`config.mk`:
```
export PLATFORM = sky130hd
export DESIGN_NAME = note_token_stream_parser_unit
export DESIGN_NICKNAME = d
export VERILOG_FILES = /design/src/rtl/ntsp_pkg.sv /design/src/rtl/ntsp_core.sv /design/src/rtl/ntsp_out_fifo.sv /design/src/rtl/note_token_stream_parser_unit.sv
export SDC_FILE = /design/constraint.sdc
export NUM_CORES = 1
export LEC_CHECK = 0
export ABC_AREA = 0
export BUFFER_PORTS_ARGS = -buffer_cell sky130_fd_sc_hd__clkbuf_2
export CAP_MARGIN = 10
export CORE_AREA = 2 2 273 275
export CTS_CLUSTER_SIZE = 30
export DETAILED_ROUTE_END_ITERATION = 6
export DIE_AREA = 0 0 275 277
export GPL_TIMING_DRIVEN = 0
export SYNTH_ARGS = -nofsm -noshare
export SYNTH_HDL_FRONTEND = slang
export SYNTH_SLANG_ARGS = --single-unit
```
`constraint.sdc`:
```
create_clock -name clk_i -period 16.7 [get_ports clk_i]
set_clock_uncertainty 0.05 [all_clocks]
set_input_delay 2.505 -clock clk_i [delete_from_list [all_inputs] [get_ports clk_i]]
set_output_delay 2.505 -clock clk_i [all_outputs]
set_load 0.01 [all_outputs]
```
`src/rtl/ntsp_pkg.sv`:
```
// ----------------------------------------------------------------------------
// ntsp_pkg
// Shared types and character codes for the note token stream parser.
// ----------------------------------------------------------------------------
package ntsp_pkg;

  localparam int unsigned TICK_W  = 32;
  localparam int unsigned PROD_W  = TICK_W + 4;
  localparam int unsigned COUNT_W = 16;
  localparam int unsigned TDATA_W = 64;

  localparam logic [7:0] CH_TAB     = 8'd9;
  localparam logic [7:0] CH_NEWLINE = 8'd10;
  localparam logic [7:0] CH_CR      = 8'd13;
  localparam logic [7:0] CH_SPACE   = 8'd32;
  localparam logic [7:0] CH_HASH    = 8'h23;
  localparam logic [7:0] CH_SLASH   = 8'h2f;
  localparam logic [7:0] CH_ZERO    = 8'h30;
  localparam logic [7:0] CH_ONE     = 8'h31;
  localparam logic [7:0] CH_SEVEN   = 8'h37;
  localparam logic [7:0] CH_NINE    = 8'h39;
  localparam logic [7:0] CH_SEMI    = 8'h3b;
  localparam logic [7:0] CH_H       = 8'h48;
  localparam logic [7:0] CH_L       = 8'h4c;
  localparam logic [7:0] CH_M       = 8'h4d;
  localparam logic [7:0] CH_R       = 8'h52;
  localparam logic [7:0] CH_T       = 8'h54;
  localparam logic [7:0] CH_LOWER_A = 8'h61;
  localparam logic [7:0] CH_LOWER_Z = 8'h7a;
  localparam logic [7:0] CASE_GAP   = 8'd32;

  localparam logic [1:0] PITCH_LOW  = 2'd0;
  localparam logic [1:0] PITCH_MID  = 2'd1;
  localparam logic [1:0] PITCH_HIGH = 2'd2;
  localparam logic [1:0] PITCH_TOP  = 2'd3;

  typedef enum logic [1:0] {
    KIND_NOTE    = 2'd0,
    KIND_REST    = 2'd1,
    KIND_ERROR   = 2'd2,
    KIND_SUMMARY = 2'd3
  } kind_e;

  typedef enum logic [2:0] {
    ST_OK             = 3'd0,
    ST_NO_SLASH       = 3'd1,
    ST_BAD_TICKS      = 3'd2,
    ST_BAD_REGISTER   = 3'd3,
    ST_NO_DEGREE      = 3'd4,
    ST_DEGREE_RANGE   = 3'd5,
    ST_TOP_NOT_ONE    = 3'd6,
    ST_EXTRA_OR_EMPTY = 3'd7
  } status_e;

  typedef enum logic [1:0] {
    LM_START   = 2'd0,
    LM_SCORE   = 2'd1,
    LM_COMMENT = 2'd2
  } line_mode_e;

  typedef struct packed {
    kind_e              kind;
    logic [1:0]         pitch_register;
    logic [2:0]         degree;
    logic               sharp;
    logic [TICK_W-1:0]  ticks;
    status_e            status;
    logic [COUNT_W-1:0] event_total;
    logic               last_result;
  } result_t;

  typedef struct packed {
    logic [1:0] count;
    result_t    first;
    result_t    second;
  } push_t;

endpackage

```
`src/rtl/ntsp_core.sv`:
```
// ----------------------------------------------------------------------------
// ntsp_core
// Line and token state of the parser; turns one byte into up to two results.
// ----------------------------------------------------------------------------
module ntsp_core (
  input  logic            clk_i,
  input  logic            rst_ni,
  input  logic            fire_i,
  input  logic [7:0]      char_i,
  input  logic            eot_i,
  output ntsp_pkg::push_t push_o
);

  typedef struct packed {
    logic [2:0][7:0]             head;
    logic [2:0]                  head_len;
    logic                        slash;
    logic [ntsp_pkg::TICK_W-1:0] tick;
    logic                        tick_digit;
    logic                        tick_nondigit;
    logic                        tick_ovf;
  } token_t;

  typedef struct packed {
    ntsp_pkg::status_e status;
    logic [1:0]        pitch;
    logic [2:0]        deg;
    logic              sharp;
    logic              rest;
  } verdict_t;

  function automatic logic [7:0] upcase(logic [7:0] c);
    logic [7:0] r;
    r = c;
    if (c >= ntsp_pkg::CH_LOWER_A && c <= ntsp_pkg::CH_LOWER_Z) begin
      r = c - ntsp_pkg::CASE_GAP;
    end
    return r;
  endfunction

  function automatic token_t feed(token_t t, logic [7:0] c);
    token_t                      r;
    logic [ntsp_pkg::PROD_W-1:0] wide;
    logic [ntsp_pkg::PROD_W-1:0] prod;
    r    = t;
    wide = {4'b0, t.tick};
    prod = (wide << 3) + (wide << 1) + {{(ntsp_pkg::PROD_W-4){1'b0}}, c[3:0]};
    if (!t.slash) begin
      if (c == ntsp_pkg::CH_SLASH) begin
        r.slash = 1'b1;
      end else begin
        if (t.head_len < 3'd3) begin
          r.head[t.head_len[1:0]] = c;
        end
        if (t.head_len < 3'd4) begin
          r.head_len = t.head_len + 3'd1;
        end
      end
    end else if (c >= ntsp_pkg::CH_ZERO && c <= ntsp_pkg::CH_NINE) begin
      r.tick_digit = 1'b1;
      if (!t.tick_ovf) begin
        if (prod[ntsp_pkg::PROD_W-1:ntsp_pkg::TICK_W] != '0) begin
          r.tick_ovf = 1'b1;
        end else begin
          r.tick = prod[ntsp_pkg::TICK_W-1:0];
        end
      end
    end else begin
      r.tick_nondigit = 1'b1;
    end
    return r;
  endfunction

  function automatic verdict_t judge(token_t t);
    verdict_t   v;
    logic [7:0] h0;
    logic [7:0] h1;
    logic [1:0] pitch;
    logic       pitch_ok;
    v        = '0;
    h0       = upcase(t.head[0]);
    h1       = t.head[1];
    pitch    = ntsp_pkg::PITCH_LOW;
    pitch_ok = 1'b1;
    if (h0 == ntsp_pkg::CH_L) begin
      pitch = ntsp_pkg::PITCH_LOW;
    end else if (h0 == ntsp_pkg::CH_M) begin
      pitch = ntsp_pkg::PITCH_MID;
    end else if (h0 == ntsp_pkg::CH_H) begin
      pitch = ntsp_pkg::PITCH_HIGH;
    end else if (h0 == ntsp_pkg::CH_T) begin
      pitch = ntsp_pkg::PITCH_TOP;
    end else begin
      pitch_ok = 1'b0;
    end
    priority if (!t.slash) begin
      v.status = ntsp_pkg::ST_NO_SLASH;
    end else if (!t.tick_digit || t.tick_nondigit || t.tick_ovf || t.tick == '0) begin
      v.status = ntsp_pkg::ST_BAD_TICKS;
    end else if (t.head_len == 3'd0) begin
      v.status = ntsp_pkg::ST_BAD_REGISTER;
    end else if (t.head_len == 3'd1 && h0 == ntsp_pkg::CH_R) begin
      v.rest = 1'b1;
    end else if (!pitch_ok) begin
      v.status = ntsp_pkg::ST_BAD_REGISTER;
    end else if (t.head_len < 3'd2 || h1 < ntsp_pkg::CH_ZERO || h1 > ntsp_pkg::CH_NINE) begin
      v.status = ntsp_pkg::ST_NO_DEGREE;
    end else if (h1 < ntsp_pkg::CH_ONE || h1 > ntsp_pkg::CH_SEVEN) begin
      v.status = ntsp_pkg::ST_DEGREE_RANGE;
    end else if (pitch == ntsp_pkg::PITCH_TOP && h1 != ntsp_pkg::CH_ONE) begin
      v.status = ntsp_pkg::ST_TOP_NOT_ONE;
    end else if (t.head_len > 3'd2 && (t.head[2] != ntsp_pkg::CH_HASH || t.head_len > 3'd3))
    begin
      v.status = ntsp_pkg::ST_EXTRA_OR_EMPTY;
    end else begin
      v.pitch = pitch;
      v.deg   = h1[2:0];
      v.sharp = t.head_len > 3'd2;
    end
    return v;
  endfunction

  ntsp_pkg::line_mode_e          line_mode_q, line_mode_d, mode_mid;
  token_t                        tok_q, tok_d, tok_mid;
  logic                          in_token_q, in_token_d, in_tok_mid;
  logic                          halted_q, halted_d;
  logic [ntsp_pkg::COUNT_W-1:0]  event_count_q, event_count_d, count_after;
  logic                          is_blank, is_nl, fin, ok;
  verdict_t                      verdict;
  ntsp_pkg::result_t             fin_res, sum_res;

  always_comb begin
    is_nl    = char_i == ntsp_pkg::CH_NEWLINE;
    is_blank = char_i == ntsp_pkg::CH_SPACE ||
               (char_i >= ntsp_pkg::CH_TAB && char_i <= ntsp_pkg::CH_CR);

    mode_mid   = line_mode_q;
    tok_mid    = tok_q;
    in_tok_mid = in_token_q;
    if (!halted_q && !is_blank) begin
      if (line_mode_q == ntsp_pkg::LM_START) begin
        if (char_i == ntsp_pkg::CH_HASH || char_i == ntsp_pkg::CH_SEMI) begin
          mode_mid = ntsp_pkg::LM_COMMENT;
        end else begin
          mode_mid = ntsp_pkg::LM_SCORE;
        end
      end
      if (mode_mid == ntsp_pkg::LM_SCORE) begin
        if (!in_token_q) begin
          tok_mid = '0;
        end
        in_tok_mid = 1'b1;
        tok_mid    = feed(tok_mid, char_i);
      end
    end

    fin     = !halted_q && (is_blank ? in_token_q : (eot_i && in_tok_mid));
    verdict = judge(tok_mid);
    ok      = verdict.status == ntsp_pkg::ST_OK;

    count_after = event_count_q;
    if (fin && ok && event_count_q != '1) begin
      count_after = event_count_q + 1'b1;
    end

    fin_res                = '0;
    fin_res.status         = verdict.status;
    fin_res.event_total    = count_after;
    fin_res.last_result    = !eot_i;
    if (!ok) begin
      fin_res.kind = ntsp_pkg::KIND_ERROR;
    end else if (verdict.rest) begin
      fin_res.kind  = ntsp_pkg::KIND_REST;
      fin_res.ticks = tok_mid.tick;
    end else begin
      fin_res.kind           = ntsp_pkg::KIND_NOTE;
      fin_res.pitch_register = verdict.pitch;
      fin_res.degree         = verdict.deg;
      fin_res.sharp          = verdict.sharp;
      fin_res.ticks          = tok_mid.tick;
    end

    sum_res             = '0;
    sum_res.kind        = ntsp_pkg::KIND_SUMMARY;
    sum_res.status      = (count_after == '0) ? ntsp_pkg::ST_EXTRA_OR_EMPTY : ntsp_pkg::ST_OK;
    sum_res.event_total = count_after;
    sum_res.last_result = 1'b1;

    push_o.count  = fire_i ? ({1'b0, fin} + {1'b0, eot_i}) : 2'd0;
    push_o.first  = fin ? fin_res : sum_res;
    push_o.second = sum_res;

    if (eot_i) begin
      line_mode_d   = ntsp_pkg::LM_START;
      tok_d         = '0;
      in_token_d    = 1'b0;
      halted_d      = 1'b0;
      event_count_d = '0;
    end else begin
      line_mode_d   = (!halted_q && is_nl) ? ntsp_pkg::LM_START : mode_mid;
      tok_d         = fin ? '0 : tok_mid;
      in_token_d    = fin ? 1'b0 : in_tok_mid;
      halted_d      = halted_q | (fin && !ok);
      event_count_d = count_after;
    end
  end

  always_ff @(posedge clk_i or negedge rst_ni) begin
    if (!rst_ni) begin
      line_mode_q   <= ntsp_pkg::LM_START;
      tok_q         <= '0;
      in_token_q    <= 1'b0;
      halted_q      <= 1'b0;
      event_count_q <= '0;
    end else if (fire_i) begin
      line_mode_q   <= line_mode_d;
      tok_q         <= tok_d;
      in_token_q    <= in_token_d;
      halted_q      <= halted_d;
      event_count_q <= event_count_d;
    end
  end

  a_halt_closes_token: assert property (@(posedge clk_i) disable iff (!rst_ni)
    halted_q |-> !in_token_q)
    else $error("token open while halted");

  a_eot_restarts: assert property (@(posedge clk_i) disable iff (!rst_ni)
    (fire_i && eot_i) |=> (event_count_q == '0 && !halted_q && !in_token_q &&
                           line_mode_q == ntsp_pkg::LM_START))
    else $error("state not restarted after end of text");

  a_two_only_at_eot: assert property (@(posedge clk_i) disable iff (!rst_ni)
    (push_o.count == 2'd2) |-> (fire_i && eot_i && push_o.first.kind != ntsp_pkg::KIND_SUMMARY))
    else $error("two results without a closing token at end of text");

endmodule

```
`src/rtl/ntsp_out_fifo.sv`:
```
// ----------------------------------------------------------------------------
// ntsp_out_fifo
// Result queue: takes up to two results a cycle, hands out one a transfer.
// ----------------------------------------------------------------------------
module ntsp_out_fifo #(
  parameter int unsigned DEPTH = 4
) (
  input  logic              clk_i,
  input  logic              rst_ni,
  input  ntsp_pkg::push_t   push_i,
  output logic              room_o,
  output logic              valid_o,
  input  logic              ready_i,
  output ntsp_pkg::result_t head_o
);

  localparam int unsigned PTR_W = $clog2(DEPTH);
  localparam int unsigned CNT_W = $clog2(DEPTH + 1);

  function automatic logic [PTR_W-1:0] inc(logic [PTR_W-1:0] p);
    return (p == PTR_W'(DEPTH - 1)) ? '0 : p + 1'b1;
  endfunction

  ntsp_pkg::result_t mem [DEPTH];
  logic [PTR_W-1:0]  wp_q, wp_d, rp_q, rp_d, wp_next;
  logic [CNT_W-1:0]  count_q, count_d;
  logic              pop;

  always_comb begin
    valid_o = count_q != '0;
    pop     = valid_o && ready_i;
    room_o  = count_q <= CNT_W'(DEPTH - 2);
    head_o  = mem[rp_q];
    wp_next = inc(wp_q);
    count_d = count_q + CNT_W'(push_i.count) - CNT_W'(pop);
    rp_d    = pop ? inc(rp_q) : rp_q;
    unique case (push_i.count)
      2'd1:    wp_d = wp_next;
      2'd2:    wp_d = inc(wp_next);
      default: wp_d = wp_q;
    endcase
  end

  always_ff @(posedge clk_i or negedge rst_ni) begin
    if (!rst_ni) begin
      wp_q    <= '0;
      rp_q    <= '0;
      count_q <= '0;
    end else begin
      wp_q    <= wp_d;
      rp_q    <= rp_d;
      count_q <= count_d;
    end
  end

  always_ff @(posedge clk_i) begin
    if (push_i.count != 2'd0) begin
      mem[wp_q] <= push_i.first;
    end
    if (push_i.count == 2'd2) begin
      mem[wp_next] <= push_i.second;
    end
  end

  a_no_overflow: assert property (@(posedge clk_i) disable iff (!rst_ni)
    ({1'b0, count_q} + (CNT_W+1)'(push_i.count) <= (CNT_W+1)'(DEPTH)))
    else $error("result queue overflow");

endmodule

```
`src/rtl/note_token_stream_parser_unit.sv`:
```
// ----------------------------------------------------------------------------
// note_token_stream_parser_unit
// Score text parser: one byte in, note, rest, error and summary events out.
// ----------------------------------------------------------------------------
// Input stream: one text byte per transfer on s_axis_tdata, s_axis_tlast set
// on the final byte of the text. Output stream: one event per transfer, kind
// on m_axis_tuser, m_axis_tlast set on the last event caused by a byte.
// A byte is taken into an input register, then handled in a step that
// updates the token state and writes zero, one or two events into a small
// result queue (FIFO_DEPTH entries). First event of a byte is presented on
// the output from the queue, after the input register and a queue write.
// Throughput: one byte per cycle while the queue has room; a byte that
// closes a token at end of text gives two events, and the queue drains
// those at one transfer per cycle while the receiver is ready.
// The input side stalls only while the queue cannot take two more events.
// Reset clears the line and token state, the event count and the queue.
// When the receiver stalls, the head event holds and the queue fills; the
// input register then holds its byte and s_axis_tready falls.
// ----------------------------------------------------------------------------
module note_token_stream_parser_unit #(
  parameter int unsigned FIFO_DEPTH = 4
) (
  input  logic                         clk_i,
  input  logic                         rst_ni,
  input  logic                         s_axis_tvalid,
  output logic                         s_axis_tready,
  input  logic [7:0]                   s_axis_tdata,  // [7:0] char_code
  input  logic                         s_axis_tlast,  // end_of_text
  output logic                         m_axis_tvalid,
  input  logic                         m_axis_tready,
  // [1:0] pitch_register, [4:2] degree, [5] sharp, [37:6] ticks,
  // [40:38] status, [56:41] event_total, [63:57] zero
  output logic [ntsp_pkg::TDATA_W-1:0] m_axis_tdata,
  output logic [1:0]                   m_axis_tuser,  // [1:0] kind
  output logic                         m_axis_tlast   // last_result
);

  localparam int unsigned PAD_W = ntsp_pkg::TDATA_W - (2 + 3 + 1 + ntsp_pkg::TICK_W + 3 +
                                                       ntsp_pkg::COUNT_W);

  logic              in_vld_q;
  logic [7:0]        in_char_q;
  logic              in_eot_q;
  logic              room, fire;
  ntsp_pkg::push_t   push;
  ntsp_pkg::result_t head;

  assign fire          = in_vld_q && room;
  assign s_axis_tready = !in_vld_q || room;

  always_ff @(posedge clk_i or negedge rst_ni) begin
    if (!rst_ni) begin
      in_vld_q <= 1'b0;
    end else if (s_axis_tready) begin
      in_vld_q <= s_axis_tvalid;
    end
  end

  always_ff @(posedge clk_i) begin
    if (s_axis_tvalid && s_axis_tready) begin
      in_char_q <= s_axis_tdata;
      in_eot_q  <= s_axis_tlast;
    end
  end

  ntsp_core u_core (
    .clk_i  (clk_i),
    .rst_ni (rst_ni),
    .fire_i (fire),
    .char_i (in_char_q),
    .eot_i  (in_eot_q),
    .push_o (push)
  );

  ntsp_out_fifo #(
    .DEPTH (FIFO_DEPTH)
  ) u_out_fifo (
    .clk_i   (clk_i),
    .rst_ni  (rst_ni),
    .push_i  (push),
    .room_o  (room),
    .valid_o (m_axis_tvalid),
    .ready_i (m_axis_tready),
    .head_o  (head)
  );

  assign m_axis_tdata = {{PAD_W{1'b0}}, head.event_total, head.status, head.ticks,
                         head.sharp, head.degree, head.pitch_register};
  assign m_axis_tuser = head.kind;
  assign m_axis_tlast = head.last_result;

endmodule
```
==> results of run 1 <==
## stage by stage
stage / hold slack (ps) / util
floorplan: 369.8 / -
global placement: 377.6 / 0.2785
global route: 412.7 / 0.2953
CTS: 400.3 / 0.2953
finish: 396.8 / 0.2954
detailed placement: 386.3 / 0.2794
## logic make-up (layout without fill, tap and decap cells)
kind of cell / Yosys count / in the layout / synth area share
AO/OA/AOI/OAI: 587 / 587 / 0.2040
multiplexers: 70 / 70 / 0.07714
AND/OR/NAND/NOR: 678 / 678 / 0.1671
XOR/XNOR: 49 / 49 / 0.02452
flip-flops: 340 / 340 / 0.4297
other: 1 / 8 / 0.0001986
buffers and inverters: 175 / 321 / 0.03983
adder cells (fa/ha/maj): 85 / 85 / 0.05752
## tightest hold or removal path, delay by kind of cell (launching register included)
family	cells	cell delay, ps
and+or+nand+nor	1	40
DFF	1	320
AOI/OAI and AO/OA	1	50
## flip-flops by register name, summed over array words and instances (netlist names)
name,cells
in_vld_q,1
u_core.line_mode_q,2
u_core.event_count_q,16
u_core.tok_q,63
u_out_fifo.wp_q,2
u_core.halted_q,1
u_out_fifo.count_q,3
u_out_fifo.rp_q,2
u_out_fifo.mem,240
in_eot_q,1
in_char_q,8
u_core.in_token_q,1
## Yosys cell counts, types with 13 or more instances
master and instances:
edfxtp_1 85, o31ai_1 18, nand3_1 27, buf_4 14
a21oi_1 91, nand2b_1 18, a22o_1 57, buf_2 21
dfrtp_1 91, and2_1 40, a21o_1 21, mux4_2 60
nand2_1 316, o21ai_0 235, inv_1 45, dfxtp_1 164
a22oi_1 13, clkbuf_1 86, xnor2_1 19, nor3_1 17
nand4_1 20, nor2_1 153, ha_1 82, a211oi_1 13
xor2_1 27
## layout make-up
cell class / instances / area share
Timing Repair Buffer: 79 / 0.02021
Inverter: 47 / 0.008119
Clock buffer: 47 / 0.04716
Tap cell: 969 / 0.05580
Antenna cell: 1 / 0.0001152
Clock inverter: 20 / 0.006795
Sequential cell: 340 / 0.3734
Multi-Input combinational cell: 1476 / 0.4620
Buffer: 128 / 0.02649
## final timing paths
| kind | slack [ps] | endpoint | from | cells after the start |
|---|---|---|---|---|
| worst max register to register | 7000 | u_out_fifo.mem[2][18] | u_core.in_token_q | 26 |
| worst max-delay path | 7000 | u_out_fifo.mem[2][18] | u_core.in_token_q | 26 |
| worst min register to register | 400 | u_out_fifo.mem[2][39] | u_out_fifo.mem[2][39] | 2 |
| max in group asynchronous | 13940 | u_core.tok_q[20] | rst_ni | 2 |
| min in group asynchronous | 1970 | u_core.event_count_q[11] | rst_ni | 1 |
| worst min-delay path | 400 | u_out_fifo.mem[2][39] | u_out_fifo.mem[2][39] | 2 |
## power groups by stage
stage                     registers [uW]  logic (uW)  clock network [uW]
after floorplan                      972         576                   0
after global placement               985         901                   0
after detailed placement             986         907                   0
after CTS                            969         910                 813
after global routing                 978         979                 847
final                                969         909                 800
## metal layers
layer  GRT usage  part of all wire
met1      0.2131              0.45
met2      0.2489              0.46
met3     0.02055             0.063
met4     0.04380             0.026
met5           0           0.00037
==> run_results.csv, run 1 <==
group,metric,value,unit
floorplan,die_h,277,um
yosys,synth_edf_count,85,
layout,multi_input_area,10040,um^2
clock_network,cts_buffers,37,
yosys,synth_seq_cells,340,
clock_network,htree_levels,2,
floorplan,die_w,275,um
drt,first_iter_violations,1743,
floorplan,io_pins,82,
yosys,yosys_warnings,0,
power_and_ir_drop,power_switching_share,0.3801,
worst_setup_path,critPathRequiredTime,17020,ps
layout,drive_gt1_frac,0.1324,
worst_setup_path,crit_buf_inv,7,
layout,seqCellArea,8113,um^2
sta,maxSlewViolCount,0,
floorplan,row_count,100,
clock_network,clkSinkCount,340,
floorplan,start_util,0.2566,
clock_network,cts_tree,"yes",
worst_setup_path,cpPeakStageDelay,770,ps
sta,post-route-period-util,0.5807,
sta,finalSetupViolations,0,
sta,hold_viol,0,
power_and_ir_drop,power_switching,1018,uW
clock_network,path_clk_slew,60,ps
yosys,ys.flop_type,"dfxtp_1",
placed_design,hpwl,45230,um
worst_setup_path,slowest_stage,"nor3b_1",
layout,mostFrequentLayoutCells,"nand2_1 (316), o21ai_0 (235), dfxtp_1 (164), nor2_1 (153)",
sta,setup_ws,7003,ps
worst_setup_path,crit_path_max_fanout,10,
run_status,violations,"design-rule violations",
global_routing,overflow,0,
worst_setup_path,critPathCaptureType,"register",
worst_setup_path,critPathTopFamily,"simple AND/OR/NAND/NOR gates",
clock_network,postCtsSetupBuffers,0,
yosys,synth_top_area_cell,"dfxtp_1",
yosys,netlist_instances,1985,
drt,drc,4,
sta,min_period,9697,ps
drt,wl_per_cell,19.32,um
floorplan,die_area,76180,um^2
sta,tns,0,ps
floorplan,core_area,73570,um^2
sta,fmax,0.1031,GHz
flow_run,maxCapViolCount,0,
layout,final_cell_area,21730,um^2
layout,final_cells,3107,
worst_setup_path,worst-setup-path-type,"register to register",
power_and_ir_drop,p_total,2678,uW
yosys,synth_area_leaders,"dfxtp_1 (17%), edfxtp_1 (14%), dfrtp_1 (12%), mux4_2 (7.2%), nand2_1 (6.3%)",
sta,rsz0062_at_grt,"no",
clock_network,hold_buffers,0,
yosys,synth_area_per_cell,9.512,um^2
placed_design,dp_slack,7244,ps
global_routing,antenna_found_initial,4,
yosys,syn-cell-area,18880,um^2
global_routing,grt.total_usage,0.1538,
power_and_ir_drop,p_int,1660,uW
drt,first_pass_iters,7,
power_and_ir_drop,power.leakage,0.008311,uW
power_and_ir_drop,p_clk_frac,0.299,
power_and_ir_drop,ir_drop,0.1051,mV
placed_design,gp_congestion,0.9534,
drt,finalWirelength,60010,um
power_and_ir_drop,pwr-share-seq,0.362,
worst_setup_path,cp-start-kind,"register",
drt,drtAntennaViolNets,0,
placed_design,dp_cells,3039,
yosys,synth_top_area_frac,0.1739,
layout,final_nets,2207,
placed_design,port_buffers,74,
yosys,synth-seq-area-share,0.4297,
clock_network,clockBufferDepth,3,
power_and_ir_drop,p_comb_frac,0.339,
global_routing,grt_max_degree,53,
placed_design,place_area,20550,um^2
sta,slew_headroom,0.1879,
worst_setup_path,cp_common_cell,"clkbuf_1",
worst_setup_path,crit_arrival,10020,ps
clock_network,worst_skew_pair.late_latency,540,ps
layout,final_common_cell,"nand2_1",
yosys,synthArstFlopShare,0.2676,
drt,routed_via_density,5.140,
sta,worst_pin_slew,1199,ps
hold_path,hold_path.class,"register to register",
layout,area_growth,15.09,%
power_and_ir_drop,p_per_area,123.2,nW/um^2
run_status,status,"finished with violations",
clock_network,root_buffer,"clkbuf_16",
drt,num_vias,15970,
yosys,synth_cell_type_count,104,
global_routing,grt_pass1_wl,92430,um
layout,fill_cells,7848,
global_routing,first_global_vias,15350,
clock_network,ctsResizeCount,0,
No activity file was read; power rests on OpenSTA's default activity.
==> run 2: changes to the inputs <==
==> constraint.sdc (replaced) <==
create_clock -name clk_i -period 8.7 [get_ports clk_i]
set_clock_uncertainty 0.05 [all_clocks]
set_input_delay 1.305 -clock clk_i [delete_from_list [all_inputs] [get_ports clk_i]]
set_output_delay 1.305 -clock clk_i [all_outputs]
set_load 0.01 [all_outputs]
==> run_results.csv, run 2 (same netlist as run 1, synthesis figures left out) <==
group,metric,value,unit
run_status,status,"completed",
worst_setup_path,r2r_start,"u_core.in_token_q",
sta,worst_pin_slew,1154,ps
clock_network,clkSinkCount,340,
layout,top_regs,"u_out_fifo.mem: 240 flops, u_core.tok_q: 63 flops, u_core.event_count_q: 16 flops",
worst_setup_path,worst-setup-path-type,"register to register",
power_and_ir_drop,power_switching_share,0.3798,
worst_setup_path,regToRegSetupSlack,420,ps
drt,drtAntennaViolNets,0,
floorplan,die_area,76180,um^2
layout,drive_gt1_frac,0.1398,
flow_run,maxCapViolCount,0,
sta,finalSetupViolations,0,
layout,seqCellArea,8113,um^2
sta,slew_headroom,0.2182,
drt,first_pass_iters,6,
floorplan,core_area,73570,um^2
layout,area_growth,15.51,%
worst_setup_path,slowest_stage,"a2111oi_0",
power_and_ir_drop,power.leakage,0.008345,uW
hold_path,holdPathStages,2,
placed_design,port_buffers,74,
worst_setup_path,critPathRequiredTime,9030,ps
drt,first_iter_violations,1671,
layout,final_nets,2209,
placed_design,gp_congestion,0.9534,
clock_network,path_clk_slew,60,ps
power_and_ir_drop,p_per_area,235.7,nW/um^2
global_routing,first_global_vias,15360,
sta,fmax,0.1207,GHz
clock_network,cts_buffers,37,
worst_setup_path,cpPeakStageDelay,530,ps
global_routing,grt.total_usage,0.1540,
layout,largest_reg_flops,240,
power_and_ir_drop,p_total,5140,uW
clock_network,hold_buffers,0,
clock_network,htree_levels,2,
clock_network,worst_skew_pair.late_latency,540,ps
worst_setup_path,cp_common_cell,"buf_2",
drt,finalWirelength,60030,um
sta,rsz0062_at_grt,"no",
drt,drc,0,
power_and_ir_drop,p_int,3187,uW
layout,regMostFlops,"u_out_fifo.mem",
sta,min_period,8284,ps
global_routing,overflow,0,
sta,maxSlewViolCount,0,
worst_setup_path,startpoint,"u_core.in_token_q",
power_and_ir_drop,pwr-share-seq,0.362,
floorplan,start_util,0.2566,
worst_setup_path,crit_arrival,8620,ps
floorplan,row_count,100,
global_routing,antenna_found_initial,3,
worst_setup_path,cp-start-kind,"register",
global_routing,grt_max_degree,53,
drt,wl_per_cell,19.32,um
floorplan,io_pins,82,
power_and_ir_drop,p_comb_frac,0.339,
worst_setup_path,reg2regPathDepth,28,
power_and_ir_drop,ir_drop,0.2001,mV
power_and_ir_drop,power_switching,1952,uW
clock_network,root_buffer,"clkbuf_16",
layout,multi_input_area,10090,um^2
drt,num_vias,16100,
floorplan,die_h,277,um
worst_setup_path,critPathCaptureType,"register",
placed_design,hpwl,45230,um
power_and_ir_drop,p_clk_frac,0.299,
worst_setup_path,crit_end,"u_out_fifo.mem[1][19]",
worst_setup_path,r2r_end,"u_out_fifo.mem[1][19]",
drt,routed_via_density,5.179,
clock_network,cts_tree,"yes",
global_routing,grt_pass1_wl,92560,um
hold_path,hold_path.class,"register to register",
worst_setup_path,crit_path_max_fanout,19,
sta,hold_viol,0,
layout,final_common_cell,"nand2_1",
layout,fill_cells,7843,
floorplan,die_w,275,um
layout,final_cell_area,21810,um^2
placed_design,place_area,20550,um^2
layout,mostFrequentLayoutCells,"nand2_1 (316), o21ai_0 (235), dfxtp_1 (164), nor2_1 (153)",
layout,antenna_cells,0,
sta,post-route-period-util,0.9521,
clock_network,clockBufferDepth,3,
==> run 2: changes by cell type in the layout (fill, tap and decap cells not counted), sizes merged <==
cell,delta
diode,-1
clkbuf,-2
buf,+4
==> run 2: area by class of cell <==
class | instances | area share
Timing Repair Buffer | 83 | 0.02151
Clock inverter | 20 | 0.006770
Multi-Input combinational cell | 1476 | 0.4628
Clock buffer | 47 | 0.04699
Buffer | 126 | 0.02622
Tap cell | 969 | 0.05559
Sequential cell | 340 | 0.3720
Inverter | 47 | 0.008089
==> run 2: worst min-delay path by stage <==
stage | slack (ps) | to | startpoint
finish | 400 | u_out_fifo.mem[2][39] | u_out_fifo.mem[2][39]
global route | 410 | u_out_fifo.mem[2][53] | u_out_fifo.mem[2][53]
CTS | 400 | u_out_fifo.mem[2][53] | u_out_fifo.mem[2][53]
detailed placement | 390 | u_out_fifo.mem[2][53] | u_out_fifo.mem[2][53]
global placement | 380 | u_out_fifo.mem[1][31] | u_out_fifo.mem[1][31]
floorplan | 370 | u_out_fifo.mem[1][20] | u_out_fifo.mem[1][20]
==> run 2: power by group through the flow <==
stage | Combinational, uW | Sequential, uW | Clock [uW]
2_1_floorplan | 1110 | 1870 | 0
3_3_place_gp | 1730 | 1890 | 0
3_5_place_dp | 1740 | 1890 | 0
4_1_cts | 1750 | 1860 | 1560
5_1_grt | 1880 | 1880 | 1630
6_report | 1740 | 1860 | 1530
==> run 2: through the flow <==
step	setup WS, ps	util	std cells	TNS, ps	hold slack [ps]
2_1_floorplan	1651	-	1991	0	369.8
3_3_place_gp	-793.0	0.2785	3034	-58370	377.6
3_5_place_dp	-755.6	0.2794	3039	-53170	386.3
4_1_cts	25.90	0.2961	3109	0	400.3
5_1_grt	34.78	0.2964	3108	0	412.7
6_report	416.4	0.2964	3108	0	396.8
==> run 2: timing repair <==
action | CTS | global route
setup endpoints to repair | 230 | 203
pin swaps | 2 | 0
buffers inserted | 4 | 0
gates resized for setup | 7 | 6
endpoints found under the hold margin | 0 | 0
==> run 2: metal layers <==
layer,GRT usage,routed length [um],vias up
met2,0.2489,27660,588
li1,-,-,7536
met4,0.04546,1774,4
met3,0.02003,3637,104
met1,0.2136,26940,7865
met5,0,22,-
==> run 2: worst max-delay path, delay by kind of cell, from the launching register on <==
family / cells / cell delay, ps
AOI/OAI and AO/OA: 10 / 2550
DFF: 1 / 320
adders and majority gates: 2 / 530
and+or+nand+nor: 5 / 1590
muxes: 2 / 580
buffers and inverters: 9 / 2460
